==> src/rtl/kds_pkg.sv <==
// ----------------------------------------------------------------------------
// Keypad scanner package
// Widths, key codes, register indexes, character tables and lane structs.
// ----------------------------------------------------------------------------
package kds_pkg;

    localparam int unsigned KDS_COUNTER_WIDTH = 16;
    localparam int unsigned CFG_WIDTH         = 16;
    localparam int unsigned CFG_INDEX_WIDTH   = 2;
    localparam int unsigned NUM_BUTTONS       = 4;
    localparam int unsigned NUM_ROWS          = 4;
    localparam int unsigned NUM_COLS          = 4;

    localparam logic [CFG_WIDTH-1:0] PRESS_THR_RESET = 16'd20;
    localparam logic [CFG_WIDTH-1:0] IDLE_THR_RESET  = 16'd10;

    // Register indexes on the configuration port
    localparam logic [CFG_INDEX_WIDTH-1:0] CFG_PRESS_THR = 2'd0;
    localparam logic [CFG_INDEX_WIDTH-1:0] CFG_IDLE_THR  = 2'd1;

    // Key codes
    localparam logic [4:0] KEY_NONE    = 5'd0;
    localparam logic [4:0] KEY_EVAC    = 5'd17;
    localparam logic [4:0] KEY_RESET   = 5'd18;
    localparam logic [4:0] KEY_MENU    = 5'd19;
    localparam logic [4:0] KEY_SILENCE = 5'd20;

    localparam logic [3:0] COLS_IDLE = 4'hF;

    typedef struct packed {
        logic       hit;
        logic [1:0] hit_col;
        logic       report;
    } row_status_t;

    typedef struct packed {
        logic active;
        logic stop;
    } row_ctrl_t;

    typedef struct packed {
        logic       key_event;
        logic [4:0] key_code;
        logic [7:0] key_char;
    } kds_result_t;

    // Character of a matrix key number, zero for none
    function automatic logic [7:0] matrix_char(input logic [4:0] num);
        logic [7:0] c;
        case (num)
            5'd1:    c = "C";
            5'd2:    c = "1";
            5'd3:    c = "2";
            5'd4:    c = "3";
            5'd5:    c = "U";
            5'd6:    c = "4";
            5'd7:    c = "5";
            5'd8:    c = "6";
            5'd9:    c = "D";
            5'd10:   c = "7";
            5'd11:   c = "8";
            5'd12:   c = "9";
            5'd13:   c = "L";
            5'd14:   c = "R";
            5'd15:   c = "0";
            5'd16:   c = "E";
            default: c = 8'd0;
        endcase
        return c;
    endfunction

    // Character of a discrete button, in evac, reset, menu, silence order
    function automatic logic [7:0] button_char(input logic [1:0] idx);
        logic [7:0] c;
        case (idx)
            2'd0:    c = "V";
            2'd1:    c = "T";
            2'd2:    c = "M";
            default: c = "S";
        endcase
        return c;
    endfunction

endpackage

==> src/rtl/kds_button_lane.sv <==
// ----------------------------------------------------------------------------
// Keypad scanner button lane
// Debounce counter for one active-low discrete button.
// ----------------------------------------------------------------------------
module kds_button_lane import kds_pkg::*; #(
    parameter int unsigned COUNTER_WIDTH = KDS_COUNTER_WIDTH
) (
    input  logic                 aclk,
    input  logic                 aresetn,
    input  logic                 step_en,
    input  logic                 level,
    input  logic [CFG_WIDTH-1:0] press_thr,
    output logic                 fire
);

    localparam int unsigned CMP_W = (COUNTER_WIDTH > CFG_WIDTH) ? COUNTER_WIDTH : CFG_WIDTH;

    logic [COUNTER_WIDTH-1:0] count_reg;
    logic [COUNTER_WIDTH-1:0] count_next;
    logic                     below;

    assign below = CMP_W'(count_reg) <= CMP_W'(press_thr);

    // Count low ticks, fire and clear once past the threshold
    always_comb begin
        fire       = 1'b0;
        count_next = count_reg;
        if (level) begin
            count_next = '0;
        end else if (below) begin
            count_next = (&count_reg) ? count_reg : count_reg + 1'b1;
        end else begin
            count_next = '0;
            fire       = 1'b1;
        end
    end

    always_ff @(posedge aclk) begin
        if (!aresetn) begin
            count_reg <= '0;
        end else if (step_en) begin
            count_reg <= count_next;
        end
    end

endmodule

==> src/rtl/kds_row_lane.sv <==
// ----------------------------------------------------------------------------
// Keypad scanner row lane
// Key counters, arm flag and idle counter for one matrix row.
// ----------------------------------------------------------------------------
module kds_row_lane import kds_pkg::*; #(
    parameter int unsigned COUNTER_WIDTH = KDS_COUNTER_WIDTH
) (
    input  logic                 aclk,
    input  logic                 aresetn,
    input  logic                 step_en,
    input  row_ctrl_t            ctrl,
    input  logic [3:0]           columns,
    input  logic [CFG_WIDTH-1:0] press_thr,
    input  logic [CFG_WIDTH-1:0] idle_thr,
    output row_status_t          status
);

    localparam int unsigned CMP_W = (COUNTER_WIDTH > CFG_WIDTH) ? COUNTER_WIDTH : CFG_WIDTH;

    logic [COUNTER_WIDTH-1:0] count_reg [NUM_COLS];
    logic [COUNTER_WIDTH-1:0] count_next[NUM_COLS];
    logic                     armed_reg;
    logic                     armed_next;
    logic [COUNTER_WIDTH-1:0] idle_reg;
    logic [COUNTER_WIDTH-1:0] idle_next;
    logic                     idle_below;
    logic                     all_high;

    assign all_high   = (columns == COLS_IDLE);
    assign idle_below = CMP_W'(idle_reg) < CMP_W'(idle_thr);

    // Advance the per-key counters; a held key past threshold is a hit
    always_comb begin
        status.hit     = 1'b0;
        status.hit_col = 2'd0;
        for (int k = 0; k < NUM_COLS; k++) begin
            count_next[k] = '0;
            if (columns == (COLS_IDLE ^ (4'b0001 << k))) begin
                if (CMP_W'(count_reg[k]) <= CMP_W'(press_thr)) begin
                    count_next[k] = (&count_reg[k]) ? count_reg[k] : count_reg[k] + 1'b1;
                end else begin
                    count_next[k]  = count_reg[k];
                    status.hit     = 1'b1;
                    status.hit_col = 2'(k);
                end
            end
        end
        status.report = armed_reg && all_high && !idle_below;
    end

    // Arm on a hit, count idle ticks, drop everything when this row reports
    always_comb begin
        armed_next = armed_reg;
        idle_next  = idle_reg;
        if (ctrl.stop) begin
            armed_next = 1'b0;
            idle_next  = '0;
        end else begin
            if (status.hit) begin
                armed_next = 1'b1;
            end
            if (armed_reg && all_high && idle_below) begin
                idle_next = (&idle_reg) ? idle_reg : idle_reg + 1'b1;
            end
        end
    end

    always_ff @(posedge aclk) begin
        if (!aresetn) begin
            for (int k = 0; k < NUM_COLS; k++) begin
                count_reg[k] <= '0;
            end
            armed_reg <= 1'b0;
            idle_reg  <= '0;
        end else if (step_en && ctrl.active) begin
            for (int k = 0; k < NUM_COLS; k++) begin
                count_reg[k] <= count_next[k];
            end
            armed_reg <= armed_next;
            idle_reg  <= idle_next;
        end
    end

endmodule

==> src/rtl/kds_merge.sv <==
// ----------------------------------------------------------------------------
// Keypad scanner merge stage
// Orders the lanes, tracks the held key and scan start row, builds the result.
// ----------------------------------------------------------------------------
module kds_merge import kds_pkg::*; (
    input  logic                   aclk,
    input  logic                   aresetn,
    input  logic                   step_en,
    input  logic [NUM_BUTTONS-1:0] button_fire,
    input  row_status_t            row_status[NUM_ROWS],
    output row_ctrl_t              row_ctrl[NUM_ROWS],
    output kds_result_t            result
);

    logic [4:0] held_reg;
    logic [4:0] held_next;
    logic [1:0] start_reg;
    logic [1:0] start_next;

    // Buttons first, then rows from the start row until one reports
    always_comb begin
        logic       running;
        logic [4:0] held_v;
        running          = 1'b1;
        held_v           = held_reg;
        start_next       = 2'd0;
        result.key_event = 1'b0;
        result.key_code  = KEY_NONE;
        result.key_char  = 8'd0;
        for (int b = 0; b < NUM_BUTTONS; b++) begin
            if (button_fire[b]) begin
                result.key_event = 1'b1;
                result.key_code  = KEY_EVAC + 5'(b);
                result.key_char  = button_char(2'(b));
            end
        end
        for (int r = 0; r < NUM_ROWS; r++) begin
            row_ctrl[r].active = running && (2'(r) >= start_reg);
            row_ctrl[r].stop   = 1'b0;
            if (row_ctrl[r].active) begin
                if (row_status[r].hit) begin
                    held_v = {1'b0, 2'(r), row_status[r].hit_col} + 5'd1;
                end
                if (row_status[r].report) begin
                    row_ctrl[r].stop = 1'b1;
                    running          = 1'b0;
                    result.key_event = 1'b1;
                    result.key_code  = held_v;
                    result.key_char  = matrix_char(held_v);
                    held_v           = KEY_NONE;
                    start_next       = 2'(r);
                end
            end
        end
        held_next = held_v;
    end

    always_ff @(posedge aclk) begin
        if (!aresetn) begin
            held_reg  <= KEY_NONE;
            start_reg <= 2'd0;
        end else if (step_en) begin
            held_reg  <= held_next;
            start_reg <= start_next;
        end
    end

endmodule

==> src/rtl/matrix_keypad_debounce_scanner.sv <==
// ----------------------------------------------------------------------------
// Matrix keypad debounce scanner
// Debounces four discrete buttons and scans a 4x4 key matrix, one tick per
// request.
// ----------------------------------------------------------------------------
// Usage:
//   Each request on the s_ channel is one scan tick: four active-low button
//   levels and the column readings of the four matrix rows. Every request
//   yields exactly one result on the m_ channel: key_event, key_code and the
//   key's ASCII character (zero when nothing was accepted).
//   Four button lanes and four row lanes update in the same cycle; a merge
//   stage orders them and the result is registered. Throughput is one
//   request per cycle while s_ready is high (no result waiting in the skid).
//   A two-entry output stage (result register plus skid register) lets a new
//   request in while a result waits; s_ready falls only when both are full,
//   and rises again as soon as the receiver takes a result.
//   Thresholds are written through cfg_we/cfg_index/cfg_wdata; the user must
//   write them only while the block is idle; the block does not enforce it.
//   Reset restores press threshold 20, idle threshold 10, clears every counter,
//   arm flag, the held key and the scan start row, and empties the output stage.
// ----------------------------------------------------------------------------
module matrix_keypad_debounce_scanner import kds_pkg::*; #(
    parameter int unsigned COUNTER_WIDTH = KDS_COUNTER_WIDTH
) (
    input  logic                       aclk,
    input  logic                       aresetn,
    input  logic                       cfg_we,
    input  logic [CFG_INDEX_WIDTH-1:0] cfg_index,
    input  logic [CFG_WIDTH-1:0]       cfg_wdata,
    input  logic                       s_valid,
    output logic                       s_ready,
    input  logic                       s_evac_level,
    input  logic                       s_reset_level,
    input  logic                       s_menu_level,
    input  logic                       s_silence_level,
    input  logic [3:0]                 s_row0_columns,
    input  logic [3:0]                 s_row1_columns,
    input  logic [3:0]                 s_row2_columns,
    input  logic [3:0]                 s_row3_columns,
    output logic                       m_valid,
    input  logic                       m_ready,
    output logic                       m_key_event,
    output logic [4:0]                 m_key_code,
    output logic [7:0]                 m_key_char
);

    logic [CFG_WIDTH-1:0]   press_thr_reg;
    logic [CFG_WIDTH-1:0]   idle_thr_reg;
    logic                   accept;
    logic                   take;
    logic [NUM_BUTTONS-1:0] levels;
    logic [NUM_BUTTONS-1:0] button_fire;
    logic [3:0]             row_cols[NUM_ROWS];
    row_status_t            row_status[NUM_ROWS];
    row_ctrl_t              row_ctrl[NUM_ROWS];
    kds_result_t            result;

    kds_result_t out_reg;
    kds_result_t out_next;
    logic        out_valid_reg;
    logic        out_valid_next;
    kds_result_t skid_reg;
    kds_result_t skid_next;
    logic        skid_valid_reg;
    logic        skid_valid_next;

    assign levels      = {s_silence_level, s_menu_level, s_reset_level, s_evac_level};
    assign row_cols[0] = s_row0_columns;
    assign row_cols[1] = s_row1_columns;
    assign row_cols[2] = s_row2_columns;
    assign row_cols[3] = s_row3_columns;

    assign s_ready = !skid_valid_reg;
    assign accept  = s_valid && s_ready;
    assign take    = out_valid_reg && m_ready;

    // Configuration registers
    always_ff @(posedge aclk) begin
        if (!aresetn) begin
            press_thr_reg <= PRESS_THR_RESET;
            idle_thr_reg  <= IDLE_THR_RESET;
        end else if (cfg_we) begin
            case (cfg_index)
                CFG_PRESS_THR: press_thr_reg <= cfg_wdata;
                CFG_IDLE_THR:  idle_thr_reg  <= cfg_wdata;
                default: ;
            endcase
        end
    end

    // Button lanes
    for (genvar b = 0; b < NUM_BUTTONS; b++) begin : g_button
        kds_button_lane #(
            .COUNTER_WIDTH(COUNTER_WIDTH)
        ) u_button (
            .aclk     (aclk),
            .aresetn  (aresetn),
            .step_en  (accept),
            .level    (levels[b]),
            .press_thr(press_thr_reg),
            .fire     (button_fire[b])
        );
    end

    // Matrix row lanes
    for (genvar r = 0; r < NUM_ROWS; r++) begin : g_row
        kds_row_lane #(
            .COUNTER_WIDTH(COUNTER_WIDTH)
        ) u_row (
            .aclk     (aclk),
            .aresetn  (aresetn),
            .step_en  (accept),
            .ctrl     (row_ctrl[r]),
            .columns  (row_cols[r]),
            .press_thr(press_thr_reg),
            .idle_thr (idle_thr_reg),
            .status   (row_status[r])
        );
    end

    kds_merge u_merge (
        .aclk       (aclk),
        .aresetn    (aresetn),
        .step_en    (accept),
        .button_fire(button_fire),
        .row_status (row_status),
        .row_ctrl   (row_ctrl),
        .result     (result)
    );

    // Output register with skid: hold a second result while the receiver stalls
    always_comb begin
        out_next        = out_reg;
        out_valid_next  = out_valid_reg;
        skid_next       = skid_reg;
        skid_valid_next = skid_valid_reg;
        if (skid_valid_reg) begin
            if (take) begin
                out_next        = skid_reg;
                skid_valid_next = 1'b0;
            end
        end else if (accept) begin
            if (!out_valid_reg || take) begin
                out_next       = result;
                out_valid_next = 1'b1;
            end else begin
                skid_next       = result;
                skid_valid_next = 1'b1;
            end
        end else if (take) begin
            out_valid_next = 1'b0;
        end
    end

    always_ff @(posedge aclk) begin
        if (!aresetn) begin
            out_valid_reg  <= 1'b0;
            skid_valid_reg <= 1'b0;
        end else begin
            out_valid_reg  <= out_valid_next;
            skid_valid_reg <= skid_valid_next;
        end
    end

    always_ff @(posedge aclk) begin
        out_reg  <= out_next;
        skid_reg <= skid_next;
    end

    assign m_valid     = out_valid_reg;
    assign m_key_event = out_reg.key_event;
    assign m_key_code  = out_reg.key_code;
    assign m_key_char  = out_reg.key_char;

endmodule

==> config.mk <==
export PLATFORM = sky130hd
export DESIGN_NAME = matrix_keypad_debounce_scanner
export DESIGN_NICKNAME = d
export VERILOG_FILES = /design/src/rtl/kds_pkg.sv /design/src/rtl/kds_button_lane.sv /design/src/rtl/kds_row_lane.sv /design/src/rtl/kds_merge.sv /design/src/rtl/matrix_keypad_debounce_scanner.sv
export SDC_FILE = /design/constraint.sdc
export NUM_CORES = 2
export LEC_CHECK = 0
export ABC_AREA = 1
export BUFFER_PORTS_ARGS = -buffer_cell sky130_fd_sc_hd__clkbuf_2
export CELL_PAD_IN_SITES_DETAIL_PLACEMENT = 1
export CELL_PAD_IN_SITES_GLOBAL_PLACEMENT = 1
export CORE_MARGIN = 2
export CORE_UTILIZATION = 50
export CTS_BUF_LIST = sky130_fd_sc_hd__clkbuf_2 sky130_fd_sc_hd__clkbuf_4 sky130_fd_sc_hd__clkbuf_8
export DETAILED_ROUTE_END_ITERATION = 6
export HOLD_SLACK_MARGIN = 0.12
export PLACE_DENSITY = 0.89
export SLEW_MARGIN = 15
export SYNTH_ARGS = -nofsm -noshare
export SYNTH_HDL_FRONTEND = slang
export SYNTH_SLANG_ARGS = --single-unit
export TNS_END_PERCENT = 10
==> constraint.sdc <==
create_clock -name aclk -period 4.55 [get_ports aclk]
set_input_delay 0.6825 -clock aclk [delete_from_list [all_inputs] [get_ports aclk]]
set_output_delay 0.6825 -clock aclk [all_outputs]
set_load 0.05 [all_outputs]
=== Word-level counts from Yosys, hierarchy flattened ===
Memory sizes are Yosys's and may differ from the RTL's.
Index checks and enable logic that the tools add are counted.

* Register bits after elaboration: 201
* Bits in latches: 0
* Bits in writable memories: 256
* ROM bits: 896
* Input bits: 43
* Output and inout bits: 16
* Word-level logic and storage cells: 426
* Memories: 8

{| class="wikitable"
|+ Memory list
! memory !! words !! width !! rd ports !! clocked after Yosys merged registers in !! wr ports !! RTL line !! RTL
|-
| (name not given) || 32 || 7 || 1 || 0 || 0 || kds_pkg.sv:50 || <nowiki>case (num)</nowiki>
|-
| (name not given) || 32 || 7 || 1 || 0 || 0 || kds_pkg.sv:50 ||
|-
| (name not given) || 32 || 7 || 1 || 0 || 0 || kds_pkg.sv:50 ||
|-
| (name not given) || 32 || 7 || 1 || 0 || 0 || kds_pkg.sv:50 ||
|-
| g_row[0].u_row.count_reg || 4 || 16 || 4 || 0 || 4 || kds_row_lane.sv:20 || <nowiki>logic [COUNTER_WIDTH-1:0] count_reg [NUM_COLS];</nowiki>
|-
| g_row[1].u_row.count_reg || 4 || 16 || 4 || 0 || 4 || kds_row_lane.sv:20 ||
|-
| +2 memories || n/a || n/a || n/a || n/a || n/a || n/a ||
|}

* Add/subtract/negate cells: 28
* Multipliers: 0
* Divide/modulo/power cells: 0
* $lt $le $gt $ge: 28
* Eq/ne operators: 31
* Shift operators: 0
* Multiplexer cells: 208
* Bitwise operators: 18
* Reduce and logical (&&, ||, !) cells: 81

{| class="wikitable"
|+ Operators by type and width
! kind !! count
|-
| 2-to-1 mux 16 bit || 88
|-
| adder 16 x 1 -> 16 bit (second input constant) || 24
|-
| AND reduction 16 bit || 24
|-
| less-or-equal comparator 16 bit || 20
|-
| 2-to-1 mux 14 bit || 16
|-
| 2-to-1 mux 3 bit || 32
|-
| 2-to-1 mux 5 bit || 16
|-
| equality test 4 bit (second input constant) || 16
|-
| < comparator 16 bit || 4
|-
| 2-to-1 mux 1 bit || 51
|-
| nonzero test 2 bit || 11
|-
| logical AND 1 bit || 21
|-
| AND reduction 3 bit || 7
|-
| AND reduction 2 bit || 10
|-
| equality test 4 x 3 -> 1 bit (second input constant) || 4
|-
| OR 1 bit || 16
|-
| != test 3 bit (second input constant) || 4
|-
| adder 4 x 1 -> 5 bit (second input constant) || 2
|-
| 2-to-1 mux 2 bit || 5
|-
| != test 2 x 1 -> 1 bit (second input constant) || 4
|-
| logical NOT 1 bit || 6
|-
| adder 3 x 1 -> 4 bit (second input constant) || 1
|-
| >= comparator 1 x 2 -> 1 bit (first input constant) || 2
|-
| >= comparator 2 bit (first input constant) || 2
|-
| 6 further kinds || 8
|}

=== Logic depth before layout (Yosys ltp) ===
An unclocked memory read counts as a cell.

* Depth in word-level cells: 31
* Gate-level depth with buffers: 33
* Mapped depth without buffers: 33

=== Cells and area by module ===
Synthesis repeated with hierarchy kept, for this count alone.

* Cell total of the unflattened synthesis: 5,110
* Area, all modules: 37,407.1 um2

{| class="wikitable"
|+ By module, submodules not included
! module !! instances !! cells an instance !! area each (um2) !! seq. area each (um2)
|-
| kds_row_lane (g_row[0].u_row) || 1 || 848 || 6,558.8 || 2,262.2
|-
| kds_row_lane (g_row[1].u_row) || 1 || 846 || 6,548.8 || 2,262.2
|-
| kds_row_lane (g_row[2].u_row) || 1 || 851 || 6,530.0 || 2,262.2
|-
| kds_button_lane || 4 || 257 || 1,622.8 || 320.3
|-
| kds_row_lane (g_row[3].u_row) || 1 || 829 || 6,463.7 || 2,262.2
|-
| matrix_keypad_debounce_scanner || 1 || 295 || 2,486.1 || 1,521.5
|-
| kds_merge || 1 || 413 || 2,328.5 || 140.1
|}

=== Worst setup path before layout ===
Ideal clock, no wire load.

* Path type: flip-flop to flip-flop
* Start: register press_thr_reg[7]
* End: register skid_reg[1] in the netlist's numbering (data pin)
* Library setup time: 0.255 ns
* Arrival: 3.582 ns
* Required time: 4.295 ns
* Path slack: 0.713 ns
* Stages on the path, launching flop included: 28
* Path buffers: 0
* Period minus slack after synthesis: 3.837 ns
* Cell sequence: dfxtp_1 inv_1 ha_1 a21oi_1 o21a_1 nand2_1 nand2_1 nand2_1 nand3_1 nand2_4 ha_1 o21ai_2 nand2_1 nand3b_1 nand2_1 nand2_1 o21ai_2 nand2_1 nand3_1 nand2_2 inv_1 ha_1 nand3b_1 nand2_1 nand2_1 nand3_1 nand2_1 and2_1

{| class="wikitable"
|+ RTL lines
! item !! RTL line !! RTL
|-
| start, declared || matrix_keypad_debounce_scanner.sv:47 || <nowiki>logic [CFG_WIDTH-1:0] press_thr_reg;</nowiki>
|-
| start signal, assigned || matrix_keypad_debounce_scanner.sv:84 || <nowiki>CFG_PRESS_THR: press_thr_reg <= cfg_wdata;</nowiki>
|-
| end signal, assigned || matrix_keypad_debounce_scanner.sv:167 || <nowiki>skid_reg <= skid_next;</nowiki>
|-
| end, declared || matrix_keypad_debounce_scanner.sv:62 || <nowiki>kds_result_t skid_reg;</nowiki>
|}

==> impl_metrics.json <==
{
  "crit_path_max_fanout": 20,
  "clock.fmax_mhz": 229.3,
  "rr_endpoint": "m_key_char[5]",
  "criticalPathCategory": "flop to flop",
  "met2_length_um": 52960,
  "seq_area_frac_synth": 0.3634,
  "root_buffer": "clkbuf_8",
  "grt_pass1_vias": 33210,
  "rrSetupSlack_ns": 0.19,
  "preCtsSetupSlack_ns": 0.04683,
  "drt-total-wl_um": 111000,
  "dieArea_sq_um": 67730,
  "cpPeakStageDelay_ns": 0.36,
  "min_path_cells": 3,
  "instances_no_fill": 5287,
  "clk_pin_slew_ns": 0.06,
  "utilization": 0.5691,
  "hold_path.startpoint": "cfg_wdata[9]",
  "grt_pass1_wl_um": 175800,
  "antenna_found_initial": 2,
  "relSlewSlack": 0.1919,
  "crit_family": "compound AO/OA/AOI/OAI gates",
  "drtIter0Drc": 2160,
  "drv_cap": 0,
  "finalCritPeriodShare": 0.9583,
  "synth_edf_count": 282,
  "cp_num_buf_inv": 5,
  "setup_viol": 0,
  "min_period_ns": 4.360,
  "cts_tree": "built",
  "netlist_area_sq_um": 32830,
  "reg2regPathDepth": 22,
  "fin_ws_ns": 0.1897,
  "crit_required_ns": 5.00,
  "htree_num_levels": 3,
  "clockBufferDepth": 3,
  "synthCells": 4149,
  "place_inst": 5119,
  "end_kind": "flop",
  "irDropWorstVdd_mv": 0.2217,
  "drive_gt1_frac": 0.1029,
  "cts_inserted_buffers": 89,
  "ys.flop_type": "edfxtp_1",
  "drtAntennaViolNets": 0,
  "arrival_ns": 4.81,
  "ys.warnings.count": 0,
  "gr-usage-all-layers": 0.3258,
  "status": "finished, final reports clean",
  "slowest_stage": "ha_1",
  "start_util": 0.5075,
  "largest_reg_flops": 256,
  "hold_viol": 0,
  "drv_slew": 0,
  "min_to": "idle_thr_reg[9]",
  "vias_per_cell": 5.916,
  "skew_ns": 0.03735,
  "power.leakage_nw": 15.91,
  "layout_commonest_cell": "nand2_1",
  "layout_common_cells": "nand2_1, inv_1, nor2_1, ha_1, a21oi_1",
  "yosys_register_bits": 455,
  "path_cells": "clkinv_1 -> buf_12 -> ha_1 -> a21oi_1 -> o21ai_0 -> a21oi_1 -> nand2_1 -> nand3_1 -> nand2_4 -> ha_1 -> o21ai_4 -> buf_4 -> inv_1 -> ha_1 -> a21oi_1 -> inv_1 -> a31oi_1 -> o21ai_0 -> nand2_1 -> nand2_1 -> nand2_1 -> nand2_1",
  "gp_congestion": 0.9114,
  "clkLatencyLatePin_ns": 0.72,
  "cp-start-kind": "flop",
  "async_flop_share": 0,
  "die_w_um": 260.3,
  "syn_to_final_growth_pct": 12.15,
  "syn-num-nets": 4621,
  "met3WireLength_um": 6138,
  "hp-class": "primary input to flop",
  "cp.depth": 22,
  "fp.coreArea_sq_um": 64700,
  "gr-total-overflow": 0,
  "synth_cell_types": 77,
  "synth_area_per_cell_sq_um": 7.913,
  "wl_met1_um": 46340,
  "drt-pass1-iter-count": 6,
  "fp.dieH_um": 260.3,
  "nNetsFinal": 4830,
  "rows": 93,
  "r2r-start": "press_thr_reg[9]",
  "num_io_pins": 59,
  "place.port_buffers": 57,
  "worst_pin_slew_ns": 1.204,
  "clock_sinks": 455,
  "maxUsedRoutingLayer": "met4",
  "power.density_nw_per_um2": 304.0,
  "dpl.hpwl_um": 80700,
  "num_vias": 31280,
  "drc": 0,
  "crit_top_cell": "nand2_1",
  "grt_start_max_net_pins": 53,
  "wl_per_cell_um": 21.00
}
==> final cells by class <==
type,instances,area [sq um]
timing repair buffer,164,1226
tap,855,1070
fill,8113,27880
sequential,455,11930
clock inverter,21,110.1
inverter,552,2082
clock buffer,142,1710
antenna,2,5.005
multi-input combinational,3096,18680
==> synth_stat cells (4+ instances only) <==
master / instances / area [sq um]
o21bai_1: 5 / 37.54
o221ai_1: 7 / 61.31
buf_2: 9 / 45.04
and3_1: 6 / 37.54
o21ai_0: 168 / 840.8
a221oi_1: 8 / 70.07
nor3b_1: 61 / 457.9
nor4_1: 36 / 225.2
a211oi_1: 27 / 202.7
a21oi_2: 4 / 35.03
o2111ai_1: 6 / 52.55
a2bb2oi_1: 4 / 35.03
edfxtp_1: 282 / 8468
o21ai_1: 26 / 130.1
o21a_1: 26 / 195.2
dfxtp_1: 173 / 3463
clkbuf_1: 34 / 127.6
nand2_1: 761 / 2856
a41oi_1: 5 / 43.79
nand3_1: 177 / 885.9
nand2_4: 6 / 67.56
inv_2: 27 / 101.4
o21ai_2: 4 / 35.03
nand3_2: 11 / 110.1
xnor2_1: 19 / 166.4
xor2_1: 60 / 525.5
nand2_2: 16 / 100.1
o211ai_1: 21 / 157.7
inv_1: 522 / 1959
a21oi_1: 382 / 1912
nor2_1: 465 / 1745
or2_2: 18 / 112.6
nand4_1: 74 / 462.9
nand3b_1: 7 / 52.55
nor2_2: 14 / 87.58
nor2_4: 5 / 56.30
ha_1: 429 / 5368
nor3_1: 155 / 775.7
a31oi_1: 28 / 175.2
nor3_2: 4 / 40.04
==> worst reg2reg max path, cell delays in order (launching register included) <==
cell,delay (ns)
dfxtp_1,0.33
clkinv_1,0.13
buf_12,0.21
ha_1,0.40
a21oi_1,0.18
o21ai_0,0.11
a21oi_1,0.15
nand2_1,0.11
nand3_1,0.18
nand2_4,0.11
ha_1,0.36
o21ai_4,0.19
buf_4,0.15
inv_1,0.11
ha_1,0.34
a21oi_1,0.22
inv_1,0.08
a31oi_1,0.25
o21ai_0,0.17
nand2_1,0.13
nand2_1,0.08
nand2_1,0.06
nand2_1,0.07
==> stage by stage <==
step	setup TNS (ns)	area (sq um)	total power [mW]	hold WS, ns
after floorplan	0	32830	6.110	0.4369
after global placement	0	34920	6.692	0.4553
after detailed placement	0	34920	6.841	0.4780
final	0	36820	11.19	0.2826
after global routing	-0.004037	36820	11.65	0.2619
after CTS	0	36740	11.18	0.2465
==> layer usage <==
metal  vias up  global-route usage
met3       369             0.04817
met5         -                   0
li1      14720                   -
met2       919              0.5632
met4         0              0.1587
met1     15270              0.3971
==> worst max path at each step <==
stage                               end        startpoint  slack, ns
after floorplan             skid_reg[1]  press_thr_reg[7]       0.71
after global routing      m_key_char[1]  press_thr_reg[9]     -0.004
after detailed placement  m_key_char[6]  press_thr_reg[9]       0.05
after CTS                 m_key_char[6]  press_thr_reg[9]       0.01
final                     m_key_char[5]  press_thr_reg[9]       0.19
after global placement    m_key_char[6]  press_thr_reg[9]       0.34
==> timing repair <==
action                     in CTS  in global routing
hold buffers                    0                  0
buffers inserted                0                  3
setup endpoints to repair       0                 13
resized for setup               0                 16
==> logic make-up (layout without fill, tap and decap cells) <==
group                      after synthesis  after routing  share of synthesized area
DFF                                    455            455                     0.3634
and+or+nand+nor                       1832           1832                     0.2514
AOI/OAI and AO/OA                      755            755                     0.1311
buffers and inverters                  598            879                    0.06943
adders and majority gates              429            429                     0.1635
other                                    1              3                  0.0001142
xor gates and xnor gates                79             79                    0.02107
==> report_power, final <==
group,internal (mW),total [mW],switching [mW]
Sequential,4.57,4.77,0.199
Clock,2.38,4.33,1.95
Combinational,0.688,2.09,1.41
Total,7.64,11.2,3.56
No activity file was read; power rests on OpenSTA's default activity.
